==> config.mk <==
export PLATFORM = sky130hd
export DESIGN_NAME = rcca_ctrl
export DESIGN_NICKNAME = d
export VERILOG_FILES = /design/src/hw/rtl/rcca_pkg.sv /design/src/hw/rtl/rcca_ctrl.sv
export SDC_FILE = /design/constraint.sdc
export NUM_CORES = 1
export LEC_CHECK = 0
export ABC_CLOCK_PERIOD_IN_PS = 3440
export BUFFER_PORTS_ARGS = -buffer_cell sky130_fd_sc_hd__buf_2
export CORE_AREA = 2 2 59 61
export DETAILED_ROUTE_END_ITERATION = 12
export DIE_AREA = 0 0 61 63
export GPL_TIMING_DRIVEN = 0
export PLACE_DENSITY = 0.63
export SYNTH_ARGS = -nofsm -noshare
export SYNTH_HDL_FRONTEND = slang
export SYNTH_SLANG_ARGS = --single-unit
==> constraint.sdc <==
create_clock -name clk -period 3.44 [get_ports clk]
set_input_delay 0.86 -clock clk [delete_from_list [all_inputs] [get_ports clk]]
set_output_delay 0.86 -clock clk [all_outputs]
set_load 0.02 [all_outputs]
==> src/hw/rtl/rcca_pkg.sv <==
// Shared types, codes and constants of the reference-counted cell allocator.
package rcca_pkg;

	localparam int CELLS = 1024;
	localparam int PW = $clog2(CELLS);
	localparam int LW = PW + 1;
	localparam int CW = 16;
	localparam int VW = 64;
	localparam int SW = 32;

	localparam logic [2:0] TAG_EMPTY   = 3'd0;
	localparam logic [2:0] TAG_UNALLOC = 3'd1;
	localparam logic [2:0] TAG_NUMBER  = 3'd2;
	localparam logic [2:0] TAG_SYMBOL  = 3'd3;
	localparam logic [2:0] TAG_PAIR    = 3'd4;
	localparam logic [2:0] TAG_FUNC    = 3'd5;

	typedef enum logic [3:0] {
		CMD_INIT     = 4'd0,
		CMD_CONS     = 4'd1,
		CMD_NUMBER   = 4'd2,
		CMD_SYMBOL   = 4'd3,
		CMD_CLOSURE  = 4'd4,
		CMD_INCREF   = 4'd5,
		CMD_DECREF   = 4'd6,
		CMD_READ     = 4'd7,
		CMD_SETCDR   = 4'd8,
		CMD_FREESIZE = 4'd9,
		CMD_EQ       = 4'd10
	} cmd_code_t;

	typedef enum logic [4:0] {
		DP_NOP,
		DP_CLR,
		DP_LOAD,
		DP_INIT0,
		DP_INIT1,
		DP_RD_A,
		DP_RD_B,
		DP_EQ,
		DP_READ_OUT,
		DP_SETCDR,
		DP_INC,
		DP_AL_RD,
		DP_AL_POP,
		DP_AL_FREE,
		DP_AL_SET,
		DP_REL_RD,
		DP_REL_WR,
		DP_SZ_A,
		DP_SZ_B,
		DP_MK_PAIR,
		DP_MK_FUNC,
		DP_MK_ATOM,
		DP_FL_STEP,
		DP_FL_END,
		DP_FL_OUT,
		DP_PUSH
	} dp_op_t;

	typedef enum logic [1:0] {
		REL_A,
		REL_B,
		REL_CAR,
		REL_LINK
	} rel_sel_t;

	typedef struct packed {
		logic [3:0]        command;
		logic [PW-1:0]     ptr_a;
		logic [PW-1:0]     ptr_b;
		logic signed [VW-1:0] value;
	} cmd_beat_t;

	typedef struct packed {
		logic [PW-1:0]     result_ptr;
		logic [2:0]        cell_tag;
		logic [PW-1:0]     car_ptr;
		logic [PW-1:0]     cdr_or_env_ptr;
		logic signed [VW-1:0] cell_value;
		logic [SW-1:0]     cell_size;
		logic [PW-1:0]     free_cells;
		logic              equal;
		logic              out_of_memory;
		logic              limit_error;
	} rsp_beat_t;

	typedef struct packed {
		dp_op_t   op;
		rel_sel_t rel_sel;
	} dp_ctl_t;

	typedef struct packed {
		logic [3:0] cmd;
		logic       path_rec;
		logic       path_free;
		logic [2:0] rd_tag;
		logic       r_zero;
		logic       fl_go;
		logic       clr_last;
		logic       out_free;
	} dp_sts_t;

endpackage

==> src/hw/rtl/rcca_ctrl.sv <==
// Command sequencer of the cell allocator: steps the datapath through each command.
module rcca_ctrl (
	input  logic              clk,
	input  logic              arst_n,
	input  logic              cmd_valid,
	output logic              cmd_ready,
	input  rcca_pkg::dp_sts_t sts,
	output rcca_pkg::dp_ctl_t ctl
);
	import rcca_pkg::*;

	typedef enum logic [4:0] {
		S_CLEAR,
		S_IDLE,
		S_DISPATCH,
		S_INIT0,
		S_INIT1,
		S_RD_A,
		S_USE_A,
		S_EQ,
		S_AL_RD,
		S_AL_DEC,
		S_REL_RD,
		S_REL_WR,
		S_AL_SET,
		S_SZ_A,
		S_SZ_B,
		S_MK_PAIR,
		S_MK_FUNC,
		S_MK_ATOM,
		S_FL_CHECK,
		S_FL_END,
		S_DONE
	} state_t;

	// What follows the release in progress.
	typedef enum logic [1:0] {
		K_DONE,
		K_ALSET,
		K_LINK_ALSET,
		K_B_DONE
	} cont_t;

	state_t   state_q;
	cont_t    cont_q;
	rel_sel_t sel_q;

	assign cmd_ready = (state_q == S_IDLE);

	always_comb begin
		ctl.op = DP_NOP;
		ctl.rel_sel = sel_q;
		case (state_q)
			S_CLEAR: ctl.op = DP_CLR;
			S_IDLE: begin
				if (cmd_valid) ctl.op = DP_LOAD;
			end
			S_INIT0: ctl.op = DP_INIT0;
			S_INIT1: ctl.op = DP_INIT1;
			S_RD_A: ctl.op = DP_RD_A;
			S_USE_A: begin
				case (sts.cmd)
					CMD_READ:   ctl.op = DP_READ_OUT;
					CMD_SETCDR: ctl.op = DP_SETCDR;
					CMD_INCREF: ctl.op = DP_INC;
					CMD_EQ:     ctl.op = DP_RD_B;
					default:    ctl.op = DP_NOP;
				endcase
			end
			S_EQ: ctl.op = DP_EQ;
			S_AL_RD: ctl.op = DP_AL_RD;
			S_AL_DEC: begin
				if (sts.path_rec) ctl.op = DP_AL_POP;
				else if (sts.path_free) ctl.op = DP_AL_FREE;
			end
			S_REL_RD: ctl.op = DP_REL_RD;
			S_REL_WR: ctl.op = DP_REL_WR;
			S_AL_SET: ctl.op = DP_AL_SET;
			S_SZ_A: ctl.op = DP_SZ_A;
			S_SZ_B: ctl.op = DP_SZ_B;
			S_MK_PAIR: ctl.op = DP_MK_PAIR;
			S_MK_FUNC: ctl.op = DP_MK_FUNC;
			S_MK_ATOM: ctl.op = DP_MK_ATOM;
			S_FL_CHECK: ctl.op = sts.fl_go ? DP_FL_STEP : DP_FL_OUT;
			S_FL_END: ctl.op = DP_FL_END;
			S_DONE: begin
				if (sts.out_free) ctl.op = DP_PUSH;
			end
			default: ctl.op = DP_NOP;
		endcase
	end

	always_ff @(posedge clk or negedge arst_n) begin
		if (!arst_n) begin
			state_q <= S_CLEAR;
			cont_q <= K_DONE;
			sel_q <= REL_A;
		end else begin
			case (state_q)
				S_CLEAR: begin
					if (sts.clr_last) state_q <= S_IDLE;
				end
				S_IDLE: begin
					if (cmd_valid) state_q <= S_DISPATCH;
				end
				S_DISPATCH: begin
					case (sts.cmd)
						CMD_INIT: state_q <= S_INIT0;
						CMD_CONS, CMD_NUMBER, CMD_SYMBOL, CMD_CLOSURE: state_q <= S_AL_RD;
						CMD_INCREF, CMD_READ, CMD_SETCDR, CMD_EQ: state_q <= S_RD_A;
						CMD_DECREF: begin
							sel_q <= REL_A;
							cont_q <= K_DONE;
							state_q <= S_REL_RD;
						end
						CMD_FREESIZE: state_q <= S_FL_CHECK;
						default: state_q <= S_DONE;
					endcase
				end
				S_INIT0: state_q <= S_INIT1;
				S_INIT1: state_q <= S_DONE;
				S_RD_A: state_q <= S_USE_A;
				S_USE_A: state_q <= (sts.cmd == CMD_EQ) ? S_EQ : S_DONE;
				S_EQ: state_q <= S_DONE;
				S_AL_RD: state_q <= S_AL_DEC;
				S_AL_DEC: begin
					// A reused cell gives up its children before it is handed out.
					if (sts.path_rec && sts.rd_tag == TAG_FUNC) begin
						sel_q <= REL_LINK;
						cont_q <= K_ALSET;
						state_q <= S_REL_RD;
					end else if (sts.path_rec && sts.rd_tag == TAG_PAIR) begin
						sel_q <= REL_CAR;
						cont_q <= K_LINK_ALSET;
						state_q <= S_REL_RD;
					end else begin
						state_q <= S_AL_SET;
					end
				end
				S_REL_RD: state_q <= S_REL_WR;
				S_REL_WR: begin
					case (cont_q)
						K_LINK_ALSET: begin
							sel_q <= REL_LINK;
							cont_q <= K_ALSET;
							state_q <= S_REL_RD;
						end
						K_B_DONE: begin
							sel_q <= REL_B;
							cont_q <= K_DONE;
							state_q <= S_REL_RD;
						end
						K_ALSET: state_q <= S_AL_SET;
						default: state_q <= S_DONE;
					endcase
				end
				S_AL_SET: begin
					case (sts.cmd)
						CMD_CONS: begin
							if (sts.r_zero) begin
								sel_q <= REL_A;
								cont_q <= K_B_DONE;
								state_q <= S_REL_RD;
							end else begin
								state_q <= S_SZ_A;
							end
						end
						CMD_CLOSURE: begin
							if (sts.r_zero) begin
								sel_q <= REL_A;
								cont_q <= K_DONE;
								state_q <= S_REL_RD;
							end else begin
								state_q <= S_SZ_A;
							end
						end
						CMD_NUMBER, CMD_SYMBOL: state_q <= sts.r_zero ? S_DONE : S_MK_ATOM;
						CMD_FREESIZE: state_q <= S_SZ_A;
						default: state_q <= S_DONE;
					endcase
				end
				S_SZ_A: state_q <= (sts.cmd == CMD_CLOSURE) ? S_MK_FUNC : S_SZ_B;
				S_SZ_B: state_q <= S_MK_PAIR;
				S_MK_PAIR: state_q <= (sts.cmd == CMD_FREESIZE) ? S_FL_END : S_DONE;
				S_MK_FUNC: state_q <= S_DONE;
				S_MK_ATOM: state_q <= S_DONE;
				S_FL_CHECK: state_q <= sts.fl_go ? S_AL_RD : S_DONE;
				S_FL_END: state_q <= S_FL_CHECK;
				S_DONE: begin
					if (sts.out_free) state_q <= S_IDLE;
				end
				default: state_q <= S_IDLE;
			endcase
		end
	end

endmodule

; After elaboration in Yosys (flattened, before gate mapping)
; Cells that the tools add are included.
[totals]
wordCells = 97
regBits = 9
in_bits = 16
output_inout_bits = 8
[op_classes]
reduce_logical = 14
eq_ne = 46
n_mux = 34
[op_table]
columns = op, count
row1 = one-hot mux 5 bit (20 select lines), 1
row2 = one-hot mux 5 bit (18 select lines), 1
row3 = equality test 5 x 4 -> 1 bit (second input constant), 8
row4 = 2-to-1 mux 5 bit, 7
row5 = equality test 5 bit (second input constant), 5
row6 = one-hot mux 5 bit (5 select lines), 1
row7 = equality test 5 x 3 -> 1 bit (second input constant), 4
row8 = equality test 4 x 3 -> 1 bit (second input constant), 4
row9 = 2-to-1 mux 2 bit, 8
row10 = one-hot mux 2 bit (4 select lines), 2
row11 = one-hot mux 4 bit (4 select lines), 1
row12 = 2-to-1 mux 3 bit, 5
row13 = one-hot mux 5 bit (3 select lines), 1
row14 = equality test 4 bit (second input constant), 3
row15 = 2-to-1 mux 4 bit, 3
row16 = != test 2 bit (second input constant), 6
row17 = != test 3 bit (second input constant), 4
row18 = one-hot mux 2 bit (2 select lines), 3
row19 = OR reduction 4 bit, 3
row20 = equality test 5 x 2 -> 1 bit (second input constant), 2
row21 = one-hot mux 5 bit (2 select lines), 1
row22 = equality test 4 x 2 -> 1 bit (second input constant), 2
row23 = AND reduction 7 bit, 1
row24 = equality test 3 bit (second input constant), 2
row25 = other kinds (12), 16

; Logic depth before layout (Yosys ltp)
[depth]
word_depth = 5
mapped_depth = 7
ltp_nobuf = 5

; Worst setup path before layout
; Ideal clock, no wire load.
[synth_timing]
path_type = input-to-output
startpoint = in sts[9] (netlist bit)
endpoint = out ctl[3] (netlist bit)
required_ns = 2.580
setup_slack_ns = 0.540
arrival_time_ns = 2.040
cell_stages = 6
path_buffers = 1
cell_sequence = buf_2 -> nor4bb_1 -> a21oi_1 -> nor3_1 -> a211oi_1 -> o22ai_1
[synth_lines]
columns = item, line
row1 = "start, declared", rcca_ctrl.sv:7  ; input rcca_pkg::dp_sts_t sts,
row2 = "end, declared", rcca_ctrl.sv:8  ; output rcca_pkg::dp_ctl_t ctl

==> results by group <==
Run status
  • Status: finished, final reports clean

Die
  • Chip Width: 61 um
  • Initial Util: 42.4%
  • Row cnt: 21
  • Io pins: 24
  • Die H: 63 um
  • Die ar.: 3840 um2
  • Core ar.: 3230 um2

Layout
  • Final core occ: 48.5%
  • Layout fillers: 369
  • Final non-filler cell total: 277
  • Fraction of layout cells with a size suffix above 1: 20.8%
  • N_diodes: 0
  • Synthesis-to-finish area growth: 14.6%
  • Final net count: 248
  • Post-route cell area: 1570 um2

Clocking
  • CTS Sinks: 9
  • Post CTS Setup Buffer Count: 0
  • TritonCTS Buffers: 3
  • H-Tree Depth: 1
  • Clk buf depth: 2
  • CTS tree: done
  • Hold-fix buffers at CTS: 0
  • Clk pin slew, worst setup/hold paths: 0.06 ns
  • Clock Latency Late Sink: 0.25 ns
  • CTS Root Cell: clkbuf_4

Setup path
  • Critical path type: input pin to output port
  • Crit path required time: 2.58 ns
  • CP arrival: 2.30 ns
  • Reg2Reg Depth: 6
  • Crit. End Element: output port
  • Worst setup SP type: input pin
  • Register-to-Register Setup Slack: 1.41 ns
  • Reg2reg start: state_q[1]$_DFFE_PN0P_
  • Crit path max fanout: 10
  • Reg2Reg Capture Point: cont_q[0]$_DFFE_PN0P_

Place
  • HPWL after detailed placement: 3360 um
  • Placed Cells incl. Taps: 273
  • Dpl cell area: 1540 um2
  • Gpl congestion: 0.957
  • I/O Buffers: 22

STA
  • Fmax achieved: 317 MHz
  • Slew headroom: 61.1%
  • Final Skew: 0.00332 ns
  • Setup TNS: 0 ns
  • Setup-failing EPs final: 0
  • RSZ-0062 raised after global routing: false
  • Slew @ Worst Pin: 0.576 ns
  • Slew Limit Fails: 0
  • Tcrit/Tclk final: 91.8%
  • Tmin final: 3.16 ns
  • Final hold vios: 0

Yosys
  • Synth Flop Type: dfrtp_1
  • Syn nets: 221
  • Post-Synth Adder-Cell Area: 0%
  • Seq/Total Area, Yosys: 16.5%
  • Seq cells post-synth: 9
  • Async SR Flop Fraction: 100%
  • Synth Warn #: 0
  • Avg Inst Size Synth: 6.68 um2
  • Xor and xnor area share after synthesis: 1.28%
  • Simple-gate share of the synthesized area: 38.3%
  • Multiplexer area fraction after synthesis: 3.29%
  • Synth Area in Compound Gates: 32.5%
  • Post-Syn Area: 1370 um2
  • Distinct cells, synth: 47
  • Largest family of logic cells by synthesized area: simple AND/OR/NAND/NOR gates
  • Synth Instances: 205
  • Post-synth EDFFs: 0

Route
  • DRT antenna net count: 0
  • Wirelength per Cell: 15.6 um
  • Top routing layer in use: met4
  • Drt total wl: 4310 um
  • Routed vias: 1638
  • First drt pass iteration count: 5
  • Met3 wire len: 424 um
  • Met1 WL: 1880 um
  • DR iter-0 viols: 147
  • # DRC: 0
  • Post-DR vias/cell: 5.91
  • WL met2: 1880 um

Power
  • Worst vdd ir: 0.257 mV
  • Leakage: 0.675 nW
  • Clock power frac: 7.3%
  • Part of the power in combinational logic: 77.9%
  • P_sw: 580 uW
  • Internal: 465 uW
  • Sequential share of power: 14.8%
  • Cell area power density: 667 nW/um2
  • PnR Total Power: 1.05 mW
  • Sw Ratio: 55.5%

Global routing
  • Initial antenna violation count: 0
  • Gr usage total: 23.9%
  • Vias in the first global route: 1465
  • Largest net degree at the start of global routing: 11
  • First-pass GRT wire length: 7090 um
  • Total grt overflow: 0

Run
  • Max Cap Viol: 0

Hold path
  • Hold crit path type: input pin to async pin
==> critical path: stages <==
cell	delay (ns)
buf_2	0.11
buf_2	0.17
nor4bb_2	0.49
a21oi_1	0.08
nor3_1	0.19
a211oi_1	0.08
o22ai_1	0.14
buf_2	0.19
==> power by group through the flow <==
stage / sequential [mW] / clock [mW] / combinational (mW)
after floorplan: 0.152 / 0 / 0.588
after global placement: 0.156 / 0 / 0.811
after detailed placement: 0.156 / 0 / 0.796
after CTS: 0.154 / 0.0809 / 0.799
after global routing: 0.158 / 0.0869 / 0.890
final: 0.155 / 0.0765 / 0.815
==> synth_stat cells, types with 4 or more instances <==
master / number / area (um2)
nand3_1: 10 / 50.1
buf_2: 11 / 55.1
nand2_1: 29 / 109
a21oi_1: 12 / 60.1
inv_1: 7 / 26.3
mux2_2: 4 / 45.0
o21ai_0: 17 / 85.1
nor3_1: 8 / 40.0
nand2b_1: 7 / 43.8
or3_1: 4 / 25.0
nor2_1: 14 / 52.6
nor2b_1: 12 / 75.1
o32ai_1: 4 / 35.0
dfrtp_1: 9 / 225
==> cell families after synthesis <==
family	count (synthesis)
AND/OR/NAND/NOR	100
AO/OA/AOI/OAI	66
buffers and inverters	24
flip-flops	9
multiplexers	4
XOR/XNOR	2
==> area by class of cell <==
class | count | area, um2 | area share (%)
tap | 46 | 57.6 | 3.67
inverter | 7 | 26.3 | 1.67
multi-input combinational | 172 | 1040 | 66.2
timing repair buffer | 22 | 110 | 7.02
clock buffer | 4 | 26.3 | 1.67
buffer | 17 | 85.1 | 5.42
sequential | 9 | 225 | 14.4
==> cells in the final DEF (no fill, tap or decap), drive strengths merged, types with 3 or more instances in the layout <==
| cell type | netlist | routed |
|---|---|---|
| a211oi | 3 | 3 |
| a21o | 3 | 3 |
| a21oi | 13 | 13 |
| a31oi | 3 | 3 |
| buf | 15 | 37 |
| clkbuf | 2 | 6 |
| dfrtp | 9 | 9 |
| inv | 7 | 7 |
| mux2 | 4 | 4 |
| nand2 | 29 | 29 |
| nand2b | 8 | 8 |
| nand3 | 10 | 10 |
| nand4 | 3 | 3 |
| nor2 | 14 | 14 |
| nor2b | 12 | 12 |
| nor3 | 8 | 8 |
| nor3b | 3 | 3 |
| o211ai | 3 | 3 |
| o21ai | 17 | 17 |
| o22ai | 3 | 3 |
| o32ai | 4 | 4 |
| or3 | 5 | 5 |
==> registers in the layout, indices dropped and copies added, names as in the netlist <==
name	cells
cont_q	2
sel_q	2
state_q	5
==> layer usage <==
metal	vias to the layer above	GRT usage, %
li1	803	-
met1	722	36.1
met2	95	33.5
met3	18	4.97
met4	0	7.07
met5	-	0
==> per-stage QoR <==
| step | setup WS (ns) | hold WS, ns |
|---|---|---|
| CTS | 0.138 | 0.440 |
| global route | 0.180 | 0.441 |
| detailed placement | 0.139 | 0.488 |
| floorplan | 0.540 | 0.527 |
| global placement | 0.154 | 0.483 |
| finish | 0.281 | 0.444 |
==> how the worst max path moves through the flow <==
stage	startpoint	end	slack [ns]
2_1_floorplan	sts[9]	ctl[3]	0.54
3_3_place_gp	sts[11]	ctl[3]	0.15
3_5_place_dp	sts[11]	ctl[3]	0.14
4_1_cts	sts[11]	ctl[3]	0.14
5_1_grt	sts[9]	ctl[3]	0.18
6_report	sts[9]	ctl[3]	0.28
==> timing repair <==
| action | 4_1_cts | 5_1_grt |
|---|---|---|
| endpoints found under the hold margin | 0 | 0 |
| setup endpoints to repair | 0 | 1 |
| gates resized for setup | 0 | 1 |
Power figures use the tool's default switching activity.
